`src/hw/rtl/cfrp_pkg.sv`:
```
// ----------------------------------------------------------------------------
// cfrp_pkg
// Shared types and constants of the custody fill record parser.
// ----------------------------------------------------------------------------
package cfrp_pkg;

    localparam int ID_W           = 64;
    localparam int BYTE_W         = 8;
    localparam int SDNV_DIGIT_W   = 7;
    localparam int REASON_W       = 7;
    localparam int MAX_SDNV_BYTES = 10;
    localparam int CNT_W          = $clog2(MAX_SDNV_BYTES + 2);

    localparam logic [3:0] ACS_RECORD_TYPE = 4'd4;

    localparam int QUEUE_DEPTH = 4;
    localparam int QUEUE_AW    = $clog2(QUEUE_DEPTH);
    localparam int QUEUE_CW    = $clog2(QUEUE_DEPTH + 1);

    localparam int S_TDATA_W = 8;
    localparam int M_TDATA_W = 144;

    typedef enum logic [1:0] {
        PH_TYPE   = 2'd0,
        PH_STATUS = 2'd1,
        PH_DELTA  = 2'd2,
        PH_LENGTH = 2'd3
    } t_phase;

    // One classified input byte.
    typedef struct packed {
        logic [BYTE_W-1:0] data;
        logic              type_ok;
        logic              sdnv_more;
        logic              last;
    } t_item;

    typedef struct packed {
        logic                fill_valid;
        logic [ID_W-1:0]     first_id;
        logic [ID_W-1:0]     last_id;
        logic                record_done;
        logic                record_ok;
        logic                custody_succeeded;
        logic [REASON_W-1:0] reason_code;
    } t_result;

endpackage

```
`src/hw/rtl/cfrp_front.sv`:
```
// ----------------------------------------------------------------------------
// cfrp_front
// Input stage: takes a byte request, classifies it and registers it for the
// queue.
// ----------------------------------------------------------------------------
module cfrp_front (
    input  logic                   i_clk,
    input  logic                   i_rst_n,
    input  logic                   i_s_valid,
    output logic                   o_s_ready,
    input  logic [7:0]             i_s_data,
    input  logic                   i_s_last,
    output logic                   o_push,
    output cfrp_pkg::t_item        o_item,
    input  logic                   i_q_ready
);
    import cfrp_pkg::*;

    logic  r_valid;
    logic  n_valid;
    t_item r_item;
    t_item n_item;
    logic  take;

    assign o_s_ready = !r_valid || i_q_ready;
    assign take      = i_s_valid && o_s_ready;
    assign o_push    = r_valid;
    assign o_item    = r_item;

    always_comb begin
        n_item.data      = i_s_data;
        n_item.type_ok   = (i_s_data[BYTE_W-1:BYTE_W-4] == ACS_RECORD_TYPE);
        n_item.sdnv_more = i_s_data[BYTE_W-1];
        n_item.last      = i_s_last;
        priority if (take) begin
            n_valid = 1'b1;
        end else if (i_q_ready) begin
            n_valid = 1'b0;
        end else begin
            n_valid = r_valid;
        end
    end

    always_ff @(posedge i_clk) begin
        if (!i_rst_n) begin
            r_valid <= 1'b0;
        end else begin
            r_valid <= n_valid;
        end
    end

    always_ff @(posedge i_clk) begin
        if (take) begin
            r_item <= n_item;
        end
    end

endmodule

```
`src/hw/rtl/cfrp_queue.sv`:
```
// ----------------------------------------------------------------------------
// cfrp_queue
// Short register queue between the front and back parts.
// ----------------------------------------------------------------------------
module cfrp_queue (
    input  logic            i_clk,
    input  logic            i_rst_n,
    input  logic            i_push,
    input  cfrp_pkg::t_item i_item,
    output logic            o_ready,
    output logic            o_valid,
    output cfrp_pkg::t_item o_item,
    input  logic            i_pop
);
    import cfrp_pkg::*;

    t_item               r_mem [QUEUE_DEPTH];
    logic [QUEUE_AW-1:0] r_wr_ptr;
    logic [QUEUE_AW-1:0] r_rd_ptr;
    logic [QUEUE_CW-1:0] r_count;
    logic [QUEUE_AW-1:0] n_wr_ptr;
    logic [QUEUE_AW-1:0] n_rd_ptr;
    logic [QUEUE_CW-1:0] n_count;
    logic                do_push;
    logic                do_pop;

    assign o_ready = (r_count != QUEUE_CW'(QUEUE_DEPTH));
    assign o_valid = (r_count != '0);
    assign o_item  = r_mem[r_rd_ptr];
    assign do_push = i_push && o_ready;
    assign do_pop  = i_pop && o_valid;

    always_comb begin
        n_wr_ptr = r_wr_ptr;
        n_rd_ptr = r_rd_ptr;
        n_count  = r_count;
        if (do_push) begin
            n_wr_ptr = (r_wr_ptr == QUEUE_AW'(QUEUE_DEPTH - 1)) ? '0 : r_wr_ptr + 1'b1;
        end
        if (do_pop) begin
            n_rd_ptr = (r_rd_ptr == QUEUE_AW'(QUEUE_DEPTH - 1)) ? '0 : r_rd_ptr + 1'b1;
        end
        unique case ({do_push, do_pop})
            2'b10:   n_count = r_count + 1'b1;
            2'b01:   n_count = r_count - 1'b1;
            default: n_count = r_count;
        endcase
    end

    always_ff @(posedge i_clk) begin
        if (!i_rst_n) begin
            r_wr_ptr <= '0;
            r_rd_ptr <= '0;
            r_count  <= '0;
        end else begin
            r_wr_ptr <= n_wr_ptr;
            r_rd_ptr <= n_rd_ptr;
            r_count  <= n_count;
        end
    end

    always_ff @(posedge i_clk) begin
        if (do_push) begin
            r_mem[r_wr_ptr] <= i_item;
        end
    end

endmodule

```
`src/hw/rtl/cfrp_back.sv`:
```
// ----------------------------------------------------------------------------
// cfrp_back
// Record parser: header check, SDNV accumulation, fill computation and the
// result register.
// ----------------------------------------------------------------------------
module cfrp_back (
    input  logic              i_clk,
    input  logic              i_rst_n,
    input  logic              i_q_valid,
    input  cfrp_pkg::t_item   i_item,
    output logic              o_pop,
    output logic              o_m_valid,
    input  logic              i_m_ready,
    output cfrp_pkg::t_result o_result
);
    import cfrp_pkg::*;

    t_phase           r_phase;
    t_phase           n_phase;
    logic [ID_W-1:0]  r_acc;
    logic [ID_W-1:0]  n_acc;
    logic [CNT_W-1:0] r_cnt;
    logic [CNT_W-1:0] n_cnt;
    logic [ID_W-1:0]  r_prev;
    logic [ID_W-1:0]  n_prev;
    logic [ID_W-1:0]  r_cle;
    logic [ID_W-1:0]  n_cle;
    logic [BYTE_W-1:0] r_status;
    logic [BYTE_W-1:0] n_status;
    logic             r_failed;
    logic             n_failed;
    logic             r_out_valid;
    logic             n_out_valid;
    t_result          r_out;
    t_result          n_out;

    logic [CNT_W-1:0] cnt_inc;
    logic [ID_W-1:0]  acc_new;
    logic             fill;
    logic             ok;
    logic             produce;

    assign o_pop     = i_q_valid && (!r_out_valid || i_m_ready);
    assign o_m_valid = r_out_valid;
    assign o_result  = r_out;
    assign cnt_inc   = r_cnt + 1'b1;
    assign acc_new   = {r_acc[ID_W-SDNV_DIGIT_W-1:0], i_item.data[SDNV_DIGIT_W-1:0]};

    always_comb begin
        n_phase  = r_phase;
        n_acc    = r_acc;
        n_cnt    = r_cnt;
        n_prev   = r_prev;
        n_cle    = r_cle;
        n_status = r_status;
        n_failed = r_failed;
        fill     = 1'b0;
        ok       = 1'b0;
        if (!r_failed) begin
            unique case (r_phase)
                PH_TYPE: begin
                    if (!i_item.type_ok) begin
                        n_failed = 1'b1;
                    end else begin
                        n_phase = PH_STATUS;
                    end
                end
                PH_STATUS: begin
                    n_status = i_item.data;
                    n_phase  = PH_DELTA;
                end
                PH_DELTA, PH_LENGTH: begin
                    n_cnt = cnt_inc;
                    if (cnt_inc > CNT_W'(MAX_SDNV_BYTES) ||
                        r_acc[ID_W-1:ID_W-SDNV_DIGIT_W] != '0) begin
                        n_failed = 1'b1;
                    end else if (i_item.sdnv_more) begin
                        n_acc = acc_new;
                    end else begin
                        if (r_phase == PH_DELTA) begin
                            n_cle   = acc_new + r_prev;
                            n_phase = PH_LENGTH;
                        end else begin
                            n_prev  = r_cle + acc_new - ID_W'(1);
                            fill    = 1'b1;
                            ok      = i_item.last;
                            n_phase = PH_DELTA;
                        end
                        n_acc = '0;
                        n_cnt = '0;
                    end
                end
                default: n_phase = r_phase;
            endcase
        end

        produce                 = fill || i_item.last;
        n_out.fill_valid        = fill;
        n_out.first_id          = fill ? r_cle : '0;
        n_out.last_id           = fill ? n_prev : '0;
        n_out.record_done       = i_item.last;
        n_out.record_ok         = ok;
        n_out.custody_succeeded = i_item.last && n_status[BYTE_W-1];
        n_out.reason_code       = i_item.last ? n_status[REASON_W-1:0] : '0;

        if (i_item.last) begin
            n_phase  = PH_TYPE;
            n_acc    = '0;
            n_cnt    = '0;
            n_prev   = '0;
            n_cle    = '0;
            n_status = '0;
            n_failed = 1'b0;
        end

        priority if (o_pop && produce) begin
            n_out_valid = 1'b1;
        end else if (i_m_ready) begin
            n_out_valid = 1'b0;
        end else begin
            n_out_valid = r_out_valid;
        end
    end

    always_ff @(posedge i_clk) begin
        if (!i_rst_n) begin
            r_phase     <= PH_TYPE;
            r_acc       <= '0;
            r_cnt       <= '0;
            r_prev      <= '0;
            r_cle       <= '0;
            r_status    <= '0;
            r_failed    <= 1'b0;
            r_out_valid <= 1'b0;
        end else begin
            if (o_pop) begin
                r_phase  <= n_phase;
                r_acc    <= n_acc;
                r_cnt    <= n_cnt;
                r_prev   <= n_prev;
                r_cle    <= n_cle;
                r_status <= n_status;
                r_failed <= n_failed;
            end
            r_out_valid <= n_out_valid;
        end
    end

    always_ff @(posedge i_clk) begin
        if (o_pop && produce) begin
            r_out <= n_out;
        end
    end

    a_last_clears: assert property (@(posedge i_clk) disable iff (!i_rst_n)
        (o_pop && i_item.last) |=> (r_phase == PH_TYPE && !r_failed && r_cnt == '0))
        else $error("record state not cleared after last byte");

    // an over-long SDNV leaves the count one past the limit, with the record failed
    a_cnt_bound: assert property (@(posedge i_clk) disable iff (!i_rst_n)
        !r_failed |-> (r_cnt <= CNT_W'(MAX_SDNV_BYTES)))
        else $error("SDNV byte count beyond limit");

    a_no_empty_result: assert property (@(posedge i_clk) disable iff (!i_rst_n)
        r_out_valid |-> (r_out.fill_valid || r_out.record_done))
        else $error("result with neither fill nor record end");

    a_ok_needs_fill: assert property (@(posedge i_clk) disable iff (!i_rst_n)
        (r_out_valid && r_out.record_ok) |-> (r_out.fill_valid && r_out.record_done))
        else $error("record_ok without closing fill");

endmodule

```
`src/hw/rtl/custody_fill_record_parser_unit.sv`:
```
// ----------------------------------------------------------------------------
// custody_fill_record_parser_unit
// Parses aggregate custody signal records into fills and a per-record status.
// ----------------------------------------------------------------------------
// Channel   Dir  Handshake            Contents
// s_axis    in   tvalid/tready        tdata[7:0] record byte, tlast final byte
// m_axis    out  tvalid/tready        tdata fill ids and status, tuser fill flag,
//                                     tlast record end
//
// One byte per cycle sustained while m_axis takes results; a byte that yields a
// result passes the input register and a queue entry before the result register.
// The 64-bit fill add in the parser sets the cycle time.
// Reset is synchronous, active low, and clears all control and record state.
// A stalled m_axis is absorbed by the four-entry queue and the input register
// before s_axis tready drops.
// ----------------------------------------------------------------------------
module custody_fill_record_parser_unit (
    input  logic                            i_clk,
    input  logic                            i_rst_n,
    input  logic                            i_s_axis_tvalid,
    output logic                            o_s_axis_tready,
    // [7:0] data_byte
    input  logic [cfrp_pkg::S_TDATA_W-1:0]  i_s_axis_tdata,
    input  logic                            i_s_axis_tlast,
    output logic                            o_m_axis_tvalid,
    input  logic                            i_m_axis_tready,
    // [63:0] first_id, [127:64] last_id, [128] record_ok,
    // [129] custody_succeeded, [136:130] reason_code, [143:137] zero
    output logic [cfrp_pkg::M_TDATA_W-1:0]  o_m_axis_tdata,
    // [0] fill_valid
    output logic [0:0]                      o_m_axis_tuser,
    output logic                            o_m_axis_tlast
);
    import cfrp_pkg::*;

    logic    push;
    t_item   f_item;
    logic    q_ready;
    logic    q_valid;
    t_item   q_item;
    logic    pop;
    t_result result;

    cfrp_front u_front (
        .i_clk     (i_clk),
        .i_rst_n   (i_rst_n),
        .i_s_valid (i_s_axis_tvalid),
        .o_s_ready (o_s_axis_tready),
        .i_s_data  (i_s_axis_tdata),
        .i_s_last  (i_s_axis_tlast),
        .o_push    (push),
        .o_item    (f_item),
        .i_q_ready (q_ready)
    );

    cfrp_queue u_queue (
        .i_clk   (i_clk),
        .i_rst_n (i_rst_n),
        .i_push  (push),
        .i_item  (f_item),
        .o_ready (q_ready),
        .o_valid (q_valid),
        .o_item  (q_item),
        .i_pop   (pop)
    );

    cfrp_back u_back (
        .i_clk     (i_clk),
        .i_rst_n   (i_rst_n),
        .i_q_valid (q_valid),
        .i_item    (q_item),
        .o_pop     (pop),
        .o_m_valid (o_m_axis_tvalid),
        .i_m_ready (i_m_axis_tready),
        .o_result  (result)
    );

    assign o_m_axis_tdata = {
        (M_TDATA_W - 2*ID_W - 2 - REASON_W)'(0),
        result.reason_code,
        result.custody_succeeded,
        result.record_ok,
        result.last_id,
        result.first_id
    };
    assign o_m_axis_tuser = result.fill_valid;
    assign o_m_axis_tlast = result.record_done;

endmodule

```
`config.mk`:
```
export PLATFORM = sky130hd
export DESIGN_NAME = custody_fill_record_parser_unit
export DESIGN_NICKNAME = d
export VERILOG_FILES = /design/src/hw/rtl/cfrp_pkg.sv /design/src/hw/rtl/cfrp_front.sv /design/src/hw/rtl/cfrp_queue.sv /design/src/hw/rtl/cfrp_back.sv /design/src/hw/rtl/custody_fill_record_parser_unit.sv
export SDC_FILE = /design/constraint.sdc
export NUM_CORES = 1
export LEC_CHECK = 0
export BUFFER_PORTS_ARGS = -buffer_cell sky130_fd_sc_hd__clkbuf_2
export CORE_MARGIN = 2
export CORE_UTILIZATION = 52
export CTS_CLUSTER_SIZE = 10
export DETAILED_ROUTE_END_ITERATION = 10
export GPL_TIMING_DRIVEN = 0
export PLACE_DENSITY = 0.7
export SLEW_MARGIN = 25
export SYNTH_ARGS = -nofsm -noshare
export SYNTH_HDL_FRONTEND = slang
export SYNTH_SLANG_ARGS = --single-unit
```
`constraint.sdc`:
```
create_clock -name i_clk -period 8.4 [get_ports i_clk]
set_clock_uncertainty 0.05 [all_clocks]
set_input_delay 1.68 -clock i_clk [delete_from_list [all_inputs] [get_ports i_clk]]
set_output_delay 1.68 -clock i_clk [all_outputs]
set_load 0.05 [all_outputs]
```
Word-level counts from Yosys, hierarchy flattened

Memory sizes are Yosys's and may differ from the RTL's. A register that Yosys moved wholly into a read port is not among the register bits.
Index checks and enable logic that the tools add are counted.

Bits in registers: 366
Latch bits: 0
Bits in writable memories: 44
ROM bits: 0
Input port bits: 13
Output and inout bits: 148
Word-level logic and storage cells: 128
Memories: 1

Memory list:

| memory        | depth | width | rd ports | clocked after Yosys merged registers in | write ports | line             | source |
|---|---|---|---|---|---|---|---|
| u_queue.r_mem | 4     | 11    | 1        | 1                                       | 1           | cfrp_queue.sv:17 | `t_item r_mem [QUEUE_DEPTH];` |

Add/sub/neg operators: 8
Multipliers: 0
Divide/modulo/power cells: 0
Magnitude comparators: 1
Equality and inequality tests: 15
Shift operators: 0
Muxes and demuxes: 53
Bitwise operators: 1
Reduce and logical (&&, ||, !) cells: 26

Operators with widths:

| cell                                                                    | count |
|---|---|
| 64-bit two-way mux                                                      | 17 |
| 64-bit adder                                                            | 2 |
| 64-bit by 1-bit subtractor with 64-bit output, second input constant    | 1 |
| 8-bit two-way mux                                                       | 3 |
| 4-bit two-way mux                                                       | 5 |
| 2-bit two-way mux                                                       | 9 |
| 1-bit two-way mux                                                       | 16 |
| 2-bit equality test, second input constant                              | 5 |
| 2-bit nonzero test                                                      | 5 |
| 7-bit nonzero test                                                      | 1 |
| 1-bit logical AND                                                       | 6 |
| 2-bit by 1-bit inequality test with 1-bit output, second input constant | 3 |
| 3-bit by 2-bit inequality test with 1-bit output, second input constant | 2 |
| 2-bit one-hot mux with 3 select lines                                   | 1 |
| 3-bit one-hot mux with 2 select lines                                   | 1 |
| 6-bit AND reduction                                                     | 1 |
| 5-bit AND reduction                                                     | 1 |
| 5-bit OR reduction                                                      | 1 |
| 2-bit by 1-bit adder with 2-bit output, second input constant           | 2 |
| 4-bit by 1-bit adder with 4-bit output, second input constant           | 1 |
| 2-bit by 1-bit equality test with 1-bit output, second input constant   | 2 |
| 4-bit by 3-bit equality test with 1-bit output, second input constant   | 1 |
| 4-bit greater-than comparator, second input constant                    | 1 |
| 1-bit logical OR                                                        | 4 |
| other kinds (12)                                                        | 13 |

Logic depth before layout (Yosys ltp)

Word-level depth: 9
Depth in mapped cells: 17
Mapped depth without buffers: 16

Hierarchy

Synthesis repeated with hierarchy kept, for this count alone.

Cells, all modules: 2667
Area, all modules: 23950.5 µm²

By module, submodules not included:

| module                          | instances | cells an instance | area each (µm²) |
|---|---|---|---|
| cfrp_back                       | 1         | 2529              | 21431.8 |
| cfrp_queue                      | 1         | 113               | 2082.0 |
| cfrp_front                      | 1         | 17                | 380.4 |
| custody_fill_record_parser_unit | 1         | 8                 | 56.3 |

Worst setup path after synthesis

Ideal clock, no wire load.

Kind: input -> register
From: in i_m_axis_tready
To: reg u_back.r_out (netlist bit u_back.o_result[0]) (enable)
Setup time: 0.491 ns
Arrival: 5.074 ns
Data required time: 7.859 ns
Path slack: 2.785 ns
Stages on the path: 6
Path buffers: 1
Cells stage by stage: nand2b_1 o31ai_1 inv_1 o21ai_2 clkbuf_1 inv_1

Word-level cells in the longest chain between the ends: 3

Ends and longest elaborated chain:

| what                   | line                                  | source |
|---|---|---|
| start: declaration     | custody_fill_record_parser_unit.sv:26 | `input logic i_m_axis_tready,` |
| 1-bit logical OR       | cfrp_back.sv:43                       | `assign o_pop = i_q_valid && (!r_out_valid \|\| i_m_ready);` |
| 1-bit logical AND      | cfrp_back.sv:43                       |  |
| 1-bit logical AND      | cfrp_back.sv:150                      | `if (o_pop && produce) begin` |
| end signal: assignment | cfrp_back.sv:151                      | `r_out <= n_out;` |
| end: declaration       | cfrp_back.sv:34                       | `t_result r_out;` |

No other way between the ends.
A chain may end at the register's enable or synchronous reset.

==> impl_metrics.json <==
{
  "grt_util_all_layers_pct": 28.5,
  "pwr-share-comb_pct": 46.1,
  "grt-ovfl-total": 0,
  "clockBufferDepth": 3,
  "hold_class": "reg -> reg",
  "avgSynthCellArea_um2": 9.02,
  "switching_share_pct": 45.7,
  "multiInputGateArea_um2": 12000,
  "p_switching_mw": 3.89,
  "die_y_um": 218,
  "status": "complete, no violations",
  "synth_area_um2": 23700,
  "dp_hpwl_um": 52500,
  "setup_violations": 0,
  "grt_pass1_vias": 18862,
  "critPathRequiredTime_ns": 8.72,
  "slew_violations": 0,
  "max_stage_delay_ns": 1.04,
  "p_int_mw": 4.61,
  "fin_nets": 3049,
  "max_cap_violations": 0,
  "final-instance-count-excl-fill": 3475,
  "postCtsSetupBuffers": 0,
  "peakVddDrop_mv": 0.222,
  "cp.arrival_ns": 6.41,
  "grt_max_degree": 89,
  "synth_edf_count": 189,
  "path_cells": "buf_2 -> mux4_2 -> inv_1 -> ha_1 -> inv_1 -> ha_1 -> a21o_1 -> nand4_1 -> a211oi_1 -> o211ai_1 -> a211oi_1 -> o21ai_1 -> a21oi_1 -> o31ai_1 -> and3b_1 -> nor3_1",
  "setup_ws_ns": 2.31,
  "async_reset_ff_share_pct": 0,
  "p_total_mw": 8.50,
  "dp_cells": 3386,
  "h-tree-depth": 2,
  "slew_headroom_pct": 19.1,
  "min_from": "u_back.r_prev[51]",
  "io_buffers": 152,
  "clockRootBuffer": "clkbuf_16",
  "yosysUniqueCellTypes": 94,
  "die_w_um": 218,
  "finalCritPeriodShare_pct": 72.5,
  "slowest_stage": "a211oi_1",
  "die-area_um2": 47300,
  "grt_pass1_wl_um": 105000,
  "r2r_cells": 16,
  "wirelength_um": 68100,
  "critPathLaunchType": "register",
  "post-route-min-period_ns": 6.09,
  "worstReg2RegEnd": "u_back.o_result[66]",
  "critPathKind": "reg -> reg",
  "drtIter0Drc": 1502,
  "insertion_delay_ns": 0.61,
  "synth_cells": 2627,
  "fillers": 3993,
  "hold_violations": 0,
  "vias": 19914,
  "dp_slack_ns": 2.53,
  "synth-seq-cells": 407,
  "synth_ff_type": "dfxtp_1",
  "max_freq_ghz": 0.164,
  "layout-drive-gt1-share_pct": 10.2,
  "min_path_cells": 2,
  "num_rows": 78,
  "cts.sinks": 407,
  "worst_pin_slew_ns": 1.21,
  "worstHoldEndpoint": "u_back.r_prev[51]",
  "pwr-share-seq_pct": 30.1,
  "core_area_um2": 45200,
  "ios": 161,
  "clkTransAtPathRegs_ns": 0.05,
  "start_util_pct": 52.5,
  "via_per_inst": 5.73,
  "synthToLayoutAreaGrowth_pct": 13.1,
  "cts_tree": "built",
  "drc": 0,
  "ys_warn_count": 0,
  "rsz0062_at_grt": "no",
  "regArea_um2": 10000,
  "hold_buffers": 0,
  "worstSetupEndpointType": "register",
  "place.gp.congestion": 0.951,
  "antenna_left": 0,
  "synth_seq_area_share_pct": 42.4,
  "post_cts_resized": 0,
  "num_antenna_cells": 0,
  "r2r_slack_ns": 2.31,
  "leakage_nw": 11.3,
  "clockPowerShare_pct": 23.8,
  "cts_made_buffers": 49,
  "antenna_found_initial": 1,
  "tns_ns": 0,
  "wl_per_cell_um": 19.6,
  "crit_fanout": 10,
  "power_density_nw_per_um2": 317,
  "drt-pass1-iter-count": 5
}
power by group through the flow:
stage               Combinational [mW]  Sequential [mW]  Clock [mW]
floorplan                         1.82             3.53           0
global placement                  3.78             2.63           0
detailed placement                3.84             2.60           0
CTS                               3.86             2.56        2.05
global route                      4.15             2.58        2.14
finish                            3.92             2.56        2.02
cell usage in the layout, fill, tap and decap left out, types with 42 or more instances in the layout:
master and n:
nor2b_1 43, a21boi_0 84, xnor2_1 57, clkbuf_16 50
clkbuf_1 120, xor2_1 60, ha_1 196, a21oi_1 174
edfxtp_1 189, dfxtp_1 218, nor2_1 213, nor3_1 42
o21ai_0 107, clkbuf_2 152, nand3_1 86, nand2_1 251
a21o_1 71, inv_1 299
sequential cells by signal, indices dropped and copies added (netlist names), named ones only:
register	count
u_back.o_result	139
u_back.r_acc	64
u_back.r_cle	64
u_back.r_prev	64
u_queue.r_mem	40
u_front.o_item	10
u_back.r_status	8
u_back.r_cnt	4
u_queue.r_count	3
u_back.r_phase	2
u_queue.r_rd_ptr	2
u_queue.r_wr_ptr	2
u_back.o_m_valid	1
u_back.r_failed	1
u_front.o_push	1
worst max-delay path by stage:
stage / start / slack [ns] / endpoint / depth (start not counted)
global route: register / 2.15 / u_back.o_result[70] / 16
global placement: i_m_axis_tready / 1.17 / u_back.o_result[108] / 7
CTS: register / 2.49 / u_back.o_result[65] / 17
floorplan: i_m_axis_tready / 2.78 / u_back.o_result[0] / 6
finish: register / 2.31 / u_back.o_result[66] / 16
detailed placement: register / 2.53 / u_back.o_result[70] / 16
worst max-delay path: cells and delay by family (launching register included):
kind                       cells  cell delay [ns]
buffers and inverters          3             0.50
DFF                            1             0.34
muxes                          1             0.68
and+or+nand+nor                3             0.69
AOI/OAI and AO/OA              7             3.17
adders and majority gates      2             0.42
synth_stat cells, drive strengths merged (5+ instances only):
cell,instances,share of area (%)
xnor2,57,2.1
o21bai,31,0.98
a21oi,175,3.7
a22oi,28,0.89
nor3,43,0.96
o221ai,8,0.32
a221oi,6,0.22
ha,196,10
a22o,16,0.59
nor2b,43,1.1
nand2,252,4.0
xor2,60,2.2
nand3,88,1.9
nand2b,6,0.16
o31ai,17,0.60
o21ai,131,2.9
a31oi,17,0.56
o211ai,7,0.24
a21o,73,2.3
a21boi,86,2.7
inv,301,4.8
or3,7,0.18
mux4,9,0.86
o22ai,16,0.42
and2,31,0.82
edfxtp,189,24
and3,17,0.45
o21a,31,0.99
dfxtp,218,18
nor4,7,0.21
clkbuf,95,1.7
nor3b,5,0.16
buf,35,0.88
a211oi,13,0.41
nand4,41,1.1
nor2,213,3.4
stage by stage:
stage / hold WS (ns) / utilization, % / instance area [um^2]
3_5_place_dp: 0.393 / 55.9 / 25300
4_1_cts: 0.407 / 59.3 / 26800
3_3_place_gp: 0.389 / 55.9 / 25200
6_report: 0.404 / 59.3 / 26800
2_1_floorplan: 0.374 / - / 23700
5_1_grt: 0.426 / 59.3 / 26800
kinds of logic after synthesis:
group / count (synthesis) / share of synthesized area [%]
multiplexers: 12 / 0.987
XOR/XNOR: 117 / 4.32
flip-flops: 407 / 42.4
other: 1 / 0.0158
AO/OA/AOI/OAI: 688 / 19.3
buffers and inverters: 431 / 7.32
AND/OR/NAND/NOR: 772 / 15.1
adder cells (fa/ha/maj): 199 / 10.6
layout make-up:
class / count / share of cell area, %
Multi-Input combinational cell: 1795 / 44.6
Sequential cell: 407 / 37.4
Clock buffer: 83 / 5.28
Inverter: 301 / 4.24
Timing Repair Buffer: 153 / 2.94
Tap cell: 600 / 2.80
Buffer: 130 / 2.25
Clock inverter: 6 / 0.392
layer usage:
layer / up-vias / part of all wire [%] / GRT usage [%]
met5: - / 0.010 / 0
met4: 2 / 2.6 / 8.17
met2: 739 / 46 / 46.3
met1: 9441 / 44 / 39.0
li1: 9598 / - / -
met3: 134 / 7.4 / 5.19
Note: power is estimated with default switching activity, not from simulation.
